### src/rtl/largest_prime_divisor_unit_macros.svh
// assertion macros for the largest prime divisor unit
`ifndef LARGEST_PRIME_DIVISOR_UNIT_MACROS_SVH
`define LARGEST_PRIME_DIVISOR_UNIT_MACROS_SVH

`ifndef SYNTHESIS

// same-cycle implication, checked out of reset
`define LPD_ASSERT_IMPL(label, ante, cons) \
	label: assert property (@(posedge clk) disable iff (!arst_n) (ante) |-> (cons)) \
		else $error("lpd assertion failed");

// next-cycle implication, checked out of reset
`define LPD_ASSERT_NEXT(label, ante, cons) \
	label: assert property (@(posedge clk) disable iff (!arst_n) (ante) |=> (cons)) \
		else $error("lpd assertion failed");

`else

`define LPD_ASSERT_IMPL(label, ante, cons)
`define LPD_ASSERT_NEXT(label, ante, cons)

`endif

`endif

### src/rtl/lpd_pkg.sv
package lpd_pkg;

	// fixed field widths
	localparam int IN_WIDTH    = 48;
	localparam int PRIME_WIDTH = 47;
	localparam int COUNT_WIDTH = 4;

	// default magnitude width
	localparam int VALUE_WIDTH_DEF = 47;

	// status from the shared divider
	typedef struct packed {
		logic busy;
		logic done;
		logic rem_zero;
	} div_status_t;

endpackage

### src/rtl/lpd_div.sv
module lpd_div #(
	parameter int VALUE_WIDTH = lpd_pkg::VALUE_WIDTH_DEF,
	parameter int DIV_WIDTH   = (lpd_pkg::VALUE_WIDTH_DEF + 1) / 2 + 1
) (
	input  logic                    clk,
	input  logic                    arst_n,
	input  logic                    start,
	input  logic [VALUE_WIDTH-1:0]  dividend,
	input  logic [DIV_WIDTH-1:0]    divisor,
	output logic [VALUE_WIDTH-1:0]  quotient,
	output lpd_pkg::div_status_t    status
);

	localparam int CW = $clog2(VALUE_WIDTH + 1);

	logic [VALUE_WIDTH-1:0] dq_q;
	logic [DIV_WIDTH-1:0]   rem_q;
	logic [DIV_WIDTH-1:0]   dvs_q;
	logic [CW-1:0]          cnt_q;
	logic                   busy_q;
	logic                   done_q;

	logic [DIV_WIDTH:0]     trial;
	logic                   qbit;
	logic [DIV_WIDTH-1:0]   rem_next;

	// one restoring step per cycle
	always_comb begin
		trial = {rem_q, dq_q[VALUE_WIDTH-1]};
		qbit  = (trial >= {1'b0, dvs_q});
		if (qbit) begin
			rem_next = DIV_WIDTH'(trial - {1'b0, dvs_q});
		end else begin
			rem_next = trial[DIV_WIDTH-1:0];
		end
	end

	always_ff @(posedge clk or negedge arst_n) begin
		if (!arst_n) begin
			dq_q   <= '0;
			rem_q  <= '0;
			dvs_q  <= '0;
			cnt_q  <= '0;
			busy_q <= 1'b0;
			done_q <= 1'b0;
		end else begin
			done_q <= 1'b0;
			if (busy_q) begin
				dq_q  <= {dq_q[VALUE_WIDTH-2:0], qbit};
				rem_q <= rem_next;
				cnt_q <= cnt_q - CW'(1);
				if (cnt_q == CW'(1)) begin
					busy_q <= 1'b0;
					done_q <= 1'b1;
				end
			end else if (start) begin
				dq_q   <= dividend;
				rem_q  <= '0;
				dvs_q  <= divisor;
				cnt_q  <= CW'(VALUE_WIDTH);
				busy_q <= 1'b1;
			end
		end
	end

	assign quotient        = dq_q;
	assign status.busy     = busy_q;
	assign status.done     = done_q;
	assign status.rem_zero = (rem_q == '0);

endmodule

### src/rtl/largest_prime_divisor_unit.sv
// largest prime divisor unit
// input channel: value (48-bit two's complement) on value_valid / value_ready.
// output channel: found, largest_prime, distinct_primes on result_valid / result_ready.
// one result transaction per input transaction, in order.
// the magnitude of value (low VALUE_WIDTH bits) is factored by trial division:
// first by 2, then by odd candidates while candidate squared <= cofactor.
// found is set when there are two or more distinct primes; largest_prime is then
// the biggest of them, else 0. distinct_primes always gives the count.
// each trial division runs on one shared restoring divider, and a candidate
// that fails then goes through the square check; the candidates tried run up
// to roughly sqrt(magnitude) / 2. zero and one skip the divider and go straight
// to the done state. value_ready is high only while the sequencer is idle: one
// transaction is worked at a time. the result sits in an output register; a new
// input may be taken while it waits. if the receiver stalls, the next result
// holds in the done state until the output register frees up, and value_ready
// stays low meanwhile. reset (arst_n low, asynchronous) drops result_valid and
// returns to idle.
`include "largest_prime_divisor_unit_macros.svh"

module largest_prime_divisor_unit #(
	parameter int VALUE_WIDTH = lpd_pkg::VALUE_WIDTH_DEF
) (
	input  logic                               clk,
	input  logic                               arst_n,
	input  logic                               value_valid,
	output logic                               value_ready,
	input  logic signed [lpd_pkg::IN_WIDTH-1:0] value,
	output logic                               result_valid,
	input  logic                               result_ready,
	output logic                               found,
	output logic [lpd_pkg::PRIME_WIDTH-1:0]    largest_prime,
	output logic [lpd_pkg::COUNT_WIDTH-1:0]    distinct_primes
);

	localparam int IW = lpd_pkg::IN_WIDTH;
	localparam int PW = lpd_pkg::PRIME_WIDTH;
	localparam int NW = lpd_pkg::COUNT_WIDTH;
	// candidate width: covers the first candidate whose square exceeds any cofactor
	localparam int DW = (VALUE_WIDTH + 1) / 2 + 1;
	// candidate squared
	localparam int SW = 2 * DW;

	typedef enum logic [2:0] {
		S_IDLE,
		S_START,
		S_WAIT,
		S_CHECK,
		S_DONE
	} state_t;

	state_t                   state_q;
	logic [VALUE_WIDTH-1:0]   cof_q;       // running cofactor
	logic [VALUE_WIDTH-1:0]   largest_q;   // largest prime seen
	logic [DW-1:0]            cand_q;      // current candidate divisor
	logic [SW-1:0]            sq_q;        // candidate squared, kept by addition
	logic [NW-1:0]            count_q;     // distinct primes so far
	logic                     hit_q;       // current candidate already counted

	logic [IW-1:0]            mag_full;
	logic [VALUE_WIDTH-1:0]   mag;
	logic                     div_start;
	logic [VALUE_WIDTH-1:0]   div_quot;
	lpd_pkg::div_status_t     div_st;
	logic                     out_free;
	logic                     is_found;

	// magnitude, wrapped to the working width
	always_comb begin
		if (value[IW-1]) begin
			mag_full = IW'(~value) + IW'(1);
		end else begin
			mag_full = value;
		end
		mag = VALUE_WIDTH'(mag_full);
	end

	assign value_ready = (state_q == S_IDLE);
	assign div_start   = (state_q == S_START);
	assign out_free    = !result_valid || result_ready;
	assign is_found    = (count_q >= NW'(2));

	lpd_div #(
		.VALUE_WIDTH(VALUE_WIDTH),
		.DIV_WIDTH  (DW)
	) u_div (
		.clk     (clk),
		.arst_n  (arst_n),
		.start   (div_start),
		.dividend(cof_q),
		.divisor (cand_q),
		.quotient(div_quot),
		.status  (div_st)
	);

	always_ff @(posedge clk or negedge arst_n) begin
		if (!arst_n) begin
			state_q         <= S_IDLE;
			cof_q           <= '0;
			largest_q       <= '0;
			cand_q          <= '0;
			sq_q            <= '0;
			count_q         <= '0;
			hit_q           <= 1'b0;
			result_valid    <= 1'b0;
			found           <= 1'b0;
			largest_prime   <= '0;
			distinct_primes <= '0;
		end else begin
			// output register drains on a taken transaction
			if (result_valid && result_ready) begin
				result_valid <= 1'b0;
			end
			case (state_q)
				S_IDLE: begin
					if (value_valid) begin
						cof_q     <= mag;
						largest_q <= '0;
						count_q   <= '0;
						cand_q    <= DW'(2);
						sq_q      <= SW'(4);
						hit_q     <= 1'b0;
						// zero and one have no prime factors
						if (mag >= VALUE_WIDTH'(2)) begin
							state_q <= S_START;
						end else begin
							state_q <= S_DONE;
						end
					end
				end
				S_START: begin
					state_q <= S_WAIT;
				end
				S_WAIT: begin
					if (div_st.done) begin
						if (div_st.rem_zero) begin
							// divides: strip it and try again
							cof_q <= div_quot;
							if (!hit_q) begin
								count_q   <= count_q + NW'(1);
								largest_q <= VALUE_WIDTH'(cand_q);
								hit_q     <= 1'b1;
							end
							state_q <= S_START;
						end else begin
							// move to the next candidate: 2 -> 3, then odd steps
							hit_q <= 1'b0;
							if (cand_q == DW'(2)) begin
								cand_q <= DW'(3);
								sq_q   <= SW'(9);
							end else begin
								cand_q <= cand_q + DW'(2);
								sq_q   <= sq_q + SW'({cand_q, 2'b00}) + SW'(4);
							end
							state_q <= S_CHECK;
						end
					end
				end
				S_CHECK: begin
					if (sq_q <= SW'(cof_q)) begin
						state_q <= S_START;
					end else begin
						// leftover cofactor above one is itself prime
						if (cof_q > VALUE_WIDTH'(1)) begin
							count_q   <= count_q + NW'(1);
							largest_q <= cof_q;
						end
						state_q <= S_DONE;
					end
				end
				S_DONE: begin
					if (out_free) begin
						result_valid    <= 1'b1;
						found           <= is_found;
						largest_prime   <= is_found ? PW'(largest_q) : '0;
						distinct_primes <= count_q;
						state_q         <= S_IDLE;
					end
				end
				default: begin
					state_q <= S_IDLE;
				end
			endcase
		end
	end

	// the divider is never busy while a new transaction can come in
	`LPD_ASSERT_IMPL(a_idle_div, value_ready, !div_st.busy)
	// a started division is running in the next cycle
	`LPD_ASSERT_NEXT(a_div_runs, div_start, div_st.busy)
	// a result without found carries no prime
	`LPD_ASSERT_IMPL(a_no_prime, result_valid && !found, largest_prime == '0)
	// past the first candidate, candidates stay odd
	`LPD_ASSERT_IMPL(a_odd_cand, div_start && (cand_q != DW'(2)), cand_q[0])

endmodule
### config.mk
export PLATFORM = sky130hd
export DESIGN_NAME = largest_prime_divisor_unit
export DESIGN_NICKNAME = d
export VERILOG_FILES = /design/src/rtl/lpd_pkg.sv /design/src/rtl/lpd_div.sv /design/src/rtl/largest_prime_divisor_unit.sv
export VERILOG_INCLUDE_DIRS = /design/src /design/src/rtl
export SDC_FILE = /design/constraint.sdc
export NUM_CORES = 1
export LEC_CHECK = 0
export BUFFER_PORTS_ARGS = -buffer_cell sky130_fd_sc_hd__buf_4
export CAP_MARGIN = 20
export CELL_PAD_IN_SITES_DETAIL_PLACEMENT = 1
export CELL_PAD_IN_SITES_GLOBAL_PLACEMENT = 1
export CORE_UTILIZATION = 40
export CTS_BUF_LIST = sky130_fd_sc_hd__clkbuf_16
export DETAILED_ROUTE_END_ITERATION = 8
export GPL_TIMING_DRIVEN = 0
export MAX_ROUTING_LAYER = met4
export PLACE_DENSITY_LB_ADDON = 0.1
export SLEW_MARGIN = 20
export SYNTH_ARGS = -nofsm -noshare
export SYNTH_HDL_FRONTEND = slang
export SYNTH_SLANG_ARGS = --single-unit
### constraint.sdc
create_clock -name clk -period 9 [get_ports clk]
set_clock_uncertainty 0.15 [all_clocks]
set_input_delay 1.8 -clock clk [delete_from_list [all_inputs] [get_ports clk]]
set_output_delay 1.8 -clock clk [all_outputs]
set_load 0.05 [all_outputs]
After elaboration in Yosys (flattened, before gate mapping)

Index checks and enable logic that the tools add are counted.

Bitwise logic cells: 2
Reduce and logical (&&, ||, !) cells: 15
Equality and inequality tests: 14
Muxes and demuxes: 56
Add/sub/neg operators: 7
Order comparisons: 5

Operators by type and width:

| operator                                                                             | number |
|---|---|
| 47-bit two-way mux                                                                   | 13 |
| 50-bit two-way mux                                                                   | 4 |
| 25-bit two-way mux                                                                   | 7 |
| 47-bit one-hot mux with 3 select lines                                               | 1 |
| 50-bit one-hot mux with 2 select lines                                               | 1 |
| 47-bit one-hot mux with 2 select lines                                               | 1 |
| 50-bit by 27-bit adder with 50-bit output                                            | 1 |
| 50-bit by 3-bit adder with 50-bit output, second input constant                      | 1 |
| 50-bit by 47-bit <= comparator with 1-bit output                                     | 1 |
| 25-bit one-hot mux with 2 select lines                                               | 1 |
| 47-bit by 2-bit adder with 47-bit output, second input constant                      | 1 |
| 47-bit by 2-bit greater-or-equal comparator with 1-bit output, second input constant | 1 |
| 47-bit by 1-bit > comparator with 1-bit output, second input constant                | 1 |
| 47-bit inverter                                                                      | 1 |
| 26-bit by 25-bit greater-or-equal comparator with 1-bit output                       | 1 |
| 25-bit by 2-bit adder with 25-bit output, second input constant                      | 1 |
| 25-bit by 2-bit == test with 1-bit output, second input constant                     | 1 |
| 25-bit zero test                                                                     | 1 |
| 25-bit subtractor                                                                    | 1 |
| 4-bit two-way mux                                                                    | 6 |
| 3-bit two-way mux                                                                    | 5 |
| 3-bit one-hot mux with 5 select lines                                                | 1 |
| 2-bit inequality test, second input constant                                         | 7 |
| 6-bit two-way mux                                                                    | 2 |
| other kinds (23)                                                                     | 38 |

Bits in registers: 335

Longest topological paths before layout

Word-level depth: 7
Depth in mapped cells: 15
Mapped depth without buffers: 14

Modules after synthesis

A second synthesis with hierarchy kept.

Cell total of the unflattened synthesis: 2217
Area, all modules: 20149.3 µm²

Modules (own cells, without submodules):

| module                     | cells each | sequential area each (µm²) | times used | area each (µm²) |
|---|---|---|---|---|
| largest_prime_divisor_unit | 1564       | 5730.5                     | 1          | 14161.1 |
| lpd_div                    | 653        | 2627.5                     | 1          | 5988.2 |

Least setup slack after synthesis

Ideal clock, no wire load.

Path kind: input to register
From: input value[3] (netlist name)
To: register state_q[0]
Path buffers: 2
Arrival: 4.334 ns
Stages on the path: 10
Slack: 4.395 ns
Path through: or3_1 -> buf_2 -> or4_4 -> or3_1 -> buf_2 -> o41ai_1 -> a32o_1 -> nand4_1 -> or3_1 -> o22a_1

Cells in the longest elaborated chain, start to end: 7

RTL lines:

| what                                                              | RTL line                          | RTL |
|---|---|---|
| start: declaration                                                | largest_prime_divisor_unit.sv:27  | `input logic signed [lpd_pkg::IN_WIDTH-1:0] value,` |
| 47-bit inverter                                                   | largest_prime_divisor_unit.sv:70  | `mag_full = IW'(~value) + IW'(1);` |
| 47-bit by 2-bit adder with 47-bit output                          | largest_prime_divisor_unit.sv:70  |  |
| 47-bit two-way mux (*)                                            | largest_prime_divisor_unit.sv:69  | `if (value[IW-1]) begin` |
| 47-bit by 2-bit greater-or-equal comparator with 1-bit output (*) | largest_prime_divisor_unit.sv:123 | `if (mag >= VALUE_WIDTH'(2)) begin` |
| 3-bit two-way mux (*)                                             | largest_prime_divisor_unit.sv:123 |  |
| 3-bit two-way mux (*)                                             | largest_prime_divisor_unit.sv:115 | `if (value_valid) begin` |
| 3-bit one-hot mux with 5 select lines (*)                         | largest_prime_divisor_unit.sv:113 | `case (state_q)` |
| end signal: assignment                                            | largest_prime_divisor_unit.sv:124 | `state_q <= S_START;` |
| end signal: assignment                                            | largest_prime_divisor_unit.sv:126 | `state_q <= S_DONE;` |
| end signal: assignment                                            | largest_prime_divisor_unit.sv:131 | `state_q <= S_WAIT;` |
| end: declaration                                                  | largest_prime_divisor_unit.sv:51  | `state_t state_q;` |

Mark *: on every way between the ends. The rest lies on a longest branch, timed or not. The select of a mux whose other input is x is not followed.
A chain may end at the register's enable or synchronous reset.

Worst setup path after layout

From: register cand_q[6]
To: register sq_q[32]

Cells in the longest elaborated chain, start to end: 6
Elaborated cells between the ends (all ways): 7
Those cells by class: add/sub: 2; eq/ne: 1; mux: 4

RTL lines:

| what                                       | RTL line                          | RTL |
|---|---|---|
| start: declaration                         | largest_prime_divisor_unit.sv:54  | `logic [DW-1:0] cand_q;` |
| start signal: assignment                   | largest_prime_divisor_unit.sv:151 | `cand_q <= cand_q + DW'(2);` |
| 50-bit by 27-bit adder with 50-bit output  | largest_prime_divisor_unit.sv:152 | `sq_q <= sq_q + SW'({cand_q, 2'b00}) + SW'(4);` |
| 50-bit by 3-bit adder with 50-bit output   | largest_prime_divisor_unit.sv:152 |  |
| 50-bit two-way mux (*)                     | largest_prime_divisor_unit.sv:147 | `if (cand_q == DW'(2)) begin` |
| 50-bit two-way mux (*)                     | largest_prime_divisor_unit.sv:135 | `if (div_st.rem_zero) begin` |
| 50-bit two-way mux (*)                     | largest_prime_divisor_unit.sv:134 | `if (div_st.done) begin` |
| 50-bit one-hot mux with 2 select lines (*) | largest_prime_divisor_unit.sv:113 |  |
| end signal: assignment                     | largest_prime_divisor_unit.sv:152 |  |
| end: declaration                           | largest_prime_divisor_unit.sv:55  | `logic [SW-1:0] sq_q;` |

Marked as above.

==> impl_metrics.yaml <==
sta:
  fin_setup_tns_ns: 0
  slew_at_the_pin_with_the_worst_max_slew_slack_ns: 0.945
  min_period_over_period_pct: 55.6
  timing_max_transition_violations_final: 0
  slew_headroom_pct: 36.4
  max_freq_mhz: 200
  hold_viol: 0
  post_route_worst_hold_slack_ns: 0.324
  setup_repair_after_global_routing_missed_its_margin: "no"
  setup_viol_count_final: 0
  period_needed_ns: 5.00
grt:
  total_gr_overflow: 0
  grt_pass1_wl_um: 106000
  number_of_global_route_vias_before_repair: 18197
  grt_util_all_layers_pct: 27.9
  initial_antenna_violation_count: 0
  grt_max_degree: 97
power_and_ir_drop:
  clock_power_share_pct: 23.5
  power.density_nw_per_um2: 290
  comb_power_share_pct: 41.3
  vdd_ir_drop_max_v: 0.000131
  net_switching_component_of_the_power_w: 0.00284
  internal_power_consumption_w: 0.00376
  leakage_nw: 10.5
  post-layout-total-power_w: 0.00660
  seqPwrFrac_pct: 35.2
  power.share.switching_pct: 43.1
logic_synthesis:
  dominantRegCellSynth: "dfrtp_1"
  mappedNetlistArea_um2: 19800
  synth_top_cell_by_area: "dfrtp_1"
  ys.warnings.count: 0
  synth_top_cell_area_share_pct: 42.2
  synth_sequential_area_ratio_pct: 42.2
  syn_area_per_cell_um2: 9.25
  synth_instances: 2142
  ys_seq_elements: 334
  synthArstFlopShare_pct: 100
  synth_enable_flop_cells: 0
  syn_nets: 2323
  synth.distinct_cells: 70
  synthTopCellsByArea: "dfrtp_1, ha_1, nand2_1"
critical_path:
  critical_path_peak_fanout: 10
  cp.required_ns: 9.33
  worstPathCellList: "ha_1, ha_1, o21ai_0, nor4_1, nor3_1, a31oi_1, o41ai_1, o21a_1, clkbuf_1, buf_2, o21ai_0, a21oi_1"
  crit_family: "compound AO/OA/AOI/OAI gates"
  timing.critical_path.depth: 12
  critical-path-slowest-cell: "nor3_1"
  critical_path.startpoint_type: "flop"
  critical_path.reg2reg.endpoint: "sq_q[32]$_DFFE_PN0P_"
  cp.arrival_ns: 5.34
  timing.critical_path.to_type: "flop"
  crit_buf_inv: 2
  cp_slowest_stage_delay_ns: 0.71
  timing.reg2reg.setup_slack_ns: 4.00
  critical_path_class: "reg2reg"
  worst_setup_path_startpoint: "cand_q[6]$_DFFE_PN0P_"
  worstRegToRegCells: 12
  worst_setup_path_endpoint: "sq_q[32]$_DFFE_PN0P_"
  r2r_start: "cand_q[6]$_DFFE_PN0P_"
place:
  gpl.final_weighted_congestion: 0.900
  port-buffer-count: 99
  dp_hpwl_um: 52600
  postPlaceCellArea_um2: 21500
drt:
  dr.first_iter.drc_count: 1252
  average_via_count_per_standard_cell: 5.95
  ant_nets: 0
  routed_wl_um: 68000
  route.detailed.drc: 0
  post_drt_wl_per_cell_um: 22.8
  first_pass_iters: 9
  routed_vias: 17723
cts:
  cts.repair.resized: 0
  cts.reportedPaths.clkPinSlew_ns: 0.05
  cts_buffers: 41
  tritoncts: "yes"
  clock_tree_root_buffer_cell: "clkbuf_16"
  count_of_buffers_added_by_post_cts_timing_repair_for_setup: 0
  cts_sinks: 334
  cts_max_path_buffers: 3
  htree_levels: 2
  hold_buffer_count_at_cts: 0
  latest_clock_arrival_within_the_worst_skew_pair_ns: 0.57
floorplanning:
  die_height_um: 225
  core-area_um2: 49000
  dieWidth_um: 225
  top_level_ports: 106
  die_outline_area_um2: 50400
  fp-row-count: 81
  initial_utilization_pct: 40.5
finish:
  final_layout_size_suffix_gt1_share_pct: 8.46
  layout_common_cells: "dfrtp_1, nand2_1, inv_1, o21ai_0, ha_1"
  diodes: 0
  final_design_area_no_fill_um2: 22700
  post-route-util_pct: 46.5
  n_fill_cell: 5644
  leading_cell_type_in_the_layout_fill_and_taps_excluded: "dfrtp_1"
  layout.nets: 2469
  area_growth_syn_to_layout_pct: 14.7
worst_hold_path:
  worstHoldPathType: "reg2reg"
run_status:
  status: "finished clean"
flow_run:
  maxCapViolCount: 0
[how the worst min path moves through the flow]
stage                                from                endpoint  slack (ns)  cells after the start
3_5_place_dp            found$_DFFE_PN0P_       found$_DFFE_PN0P_        0.32                      1
4_1_cts                 found$_DFFE_PN0P_       found$_DFFE_PN0P_        0.33                      1
6_report                found$_DFFE_PN0P_       found$_DFFE_PN0P_        0.32                      1
5_1_grt                 found$_DFFE_PN0P_       found$_DFFE_PN0P_        0.34                      1
3_3_place_gp            found$_DFFE_PN0P_       found$_DFFE_PN0P_        0.31                      1
2_1_floorplan  u_div.cnt_q[5]$_DFFE_PN0P_  u_div.done_q$_DFF_PN0_        0.30                      1
[state kept, by name, summed over array words and instances, names as in the netlist]
name,flops
u_div.done_q,1
cand_q,25
largest_q,47
result_valid,1
u_div.rem_q,25
count_q,4
u_div.quotient,47
largest_prime,47
distinct_primes,4
hit_q,1
u_div.cnt_q,6
sq_q,49
state_q,3
found,1
cof_q,47
u_div.dvs_q,25
u_div.busy_q,1
[worst register-to-register path, delay by kind of cell, from the launching register on]
family,cells,cell delay [ns]
adders and majority gates,2,0.71
AOI/OAI and AO/OA,6,1.97
DFF,1,0.51
buffers and inverters,2,0.76
and+or+nand+nor,2,0.83
[per-stage QoR]
step / instances / setup slack, ns
3_3_place_gp: 2905 / 2.64
2_1_floorplan: 2142 / 4.39
3_5_place_dp: 2909 / 3.59
6_report: 2980 / 4.00
5_1_grt: 2980 / 3.70
4_1_cts: 2980 / 4.00
[cell families (layout without fill, tap and decap cells)]
family          Yosys count  in the layout  synth area share, %
compound gates          634            634                 22.2
simple gates            629            629                 15.4
flops                   334            334                 42.2
buf+inv                 269            443                 5.14
fa+ha+maj               129            129                 8.22
xor+xnor                 99             99                 4.37
mux                      48             48                 2.51
[cell usage after synthesis (all sizes together) (12+ instances only)]
library cell  number
or4               30
a21oi            120
nor4              33
nand2            249
o21a              16
buf               25
and4              13
a222oi            47
inv              146
a22o              63
nor3              29
mux2              13
nand2b            15
o41ai             21
nor2             116
xor2              70
ha               127
nand4             28
nor2b             14
or3               17
clkbuf            98
a21o              38
o31ai             85
nand3             39
a31oi             12
dfrtp            334
xnor2             29
mux2i             35
a211oi            13
o21ai            153
[final cells by class]
type                    instances  area [µm²]  area share (%)
plain buffers                 123         470            2.07
well taps                     664         831            3.65
repair buffers                103         841            3.70
flip-flops and latches        334        8360            36.8
multi-input cells            1539       10500            46.0
clock buffers                  43        1080            4.73
clock inverters                28         153           0.671
inverters                     146         548            2.41
[per-layer routing]
layer,up-vias,global-route usage (%),routed length [µm]
met2,415,44.3,31700
met4,0,9.28,2150
met1,9027,37.1,31300
met5,-,-,0
met3,106,3.00,2800
li1,8175,-,-
[power by group through the flow]
| stage | logic [W] | clock network, W | registers (W) |
|---|---|---|---|
| 6_report | 0.00273 | 0.00155 | 0.00232 |
| 5_1_grt | 0.00303 | 0.00163 | 0.00235 |
| 4_1_cts | 0.00273 | 0.00159 | 0.00231 |
| 3_5_place_dp | 0.00271 | 0 | 0.00233 |
| 3_3_place_gp | 0.00262 | 0 | 0.00232 |
| 2_1_floorplan | 0.00189 | 0 | 0.00213 |
Power figures use the tool's default switching activity.
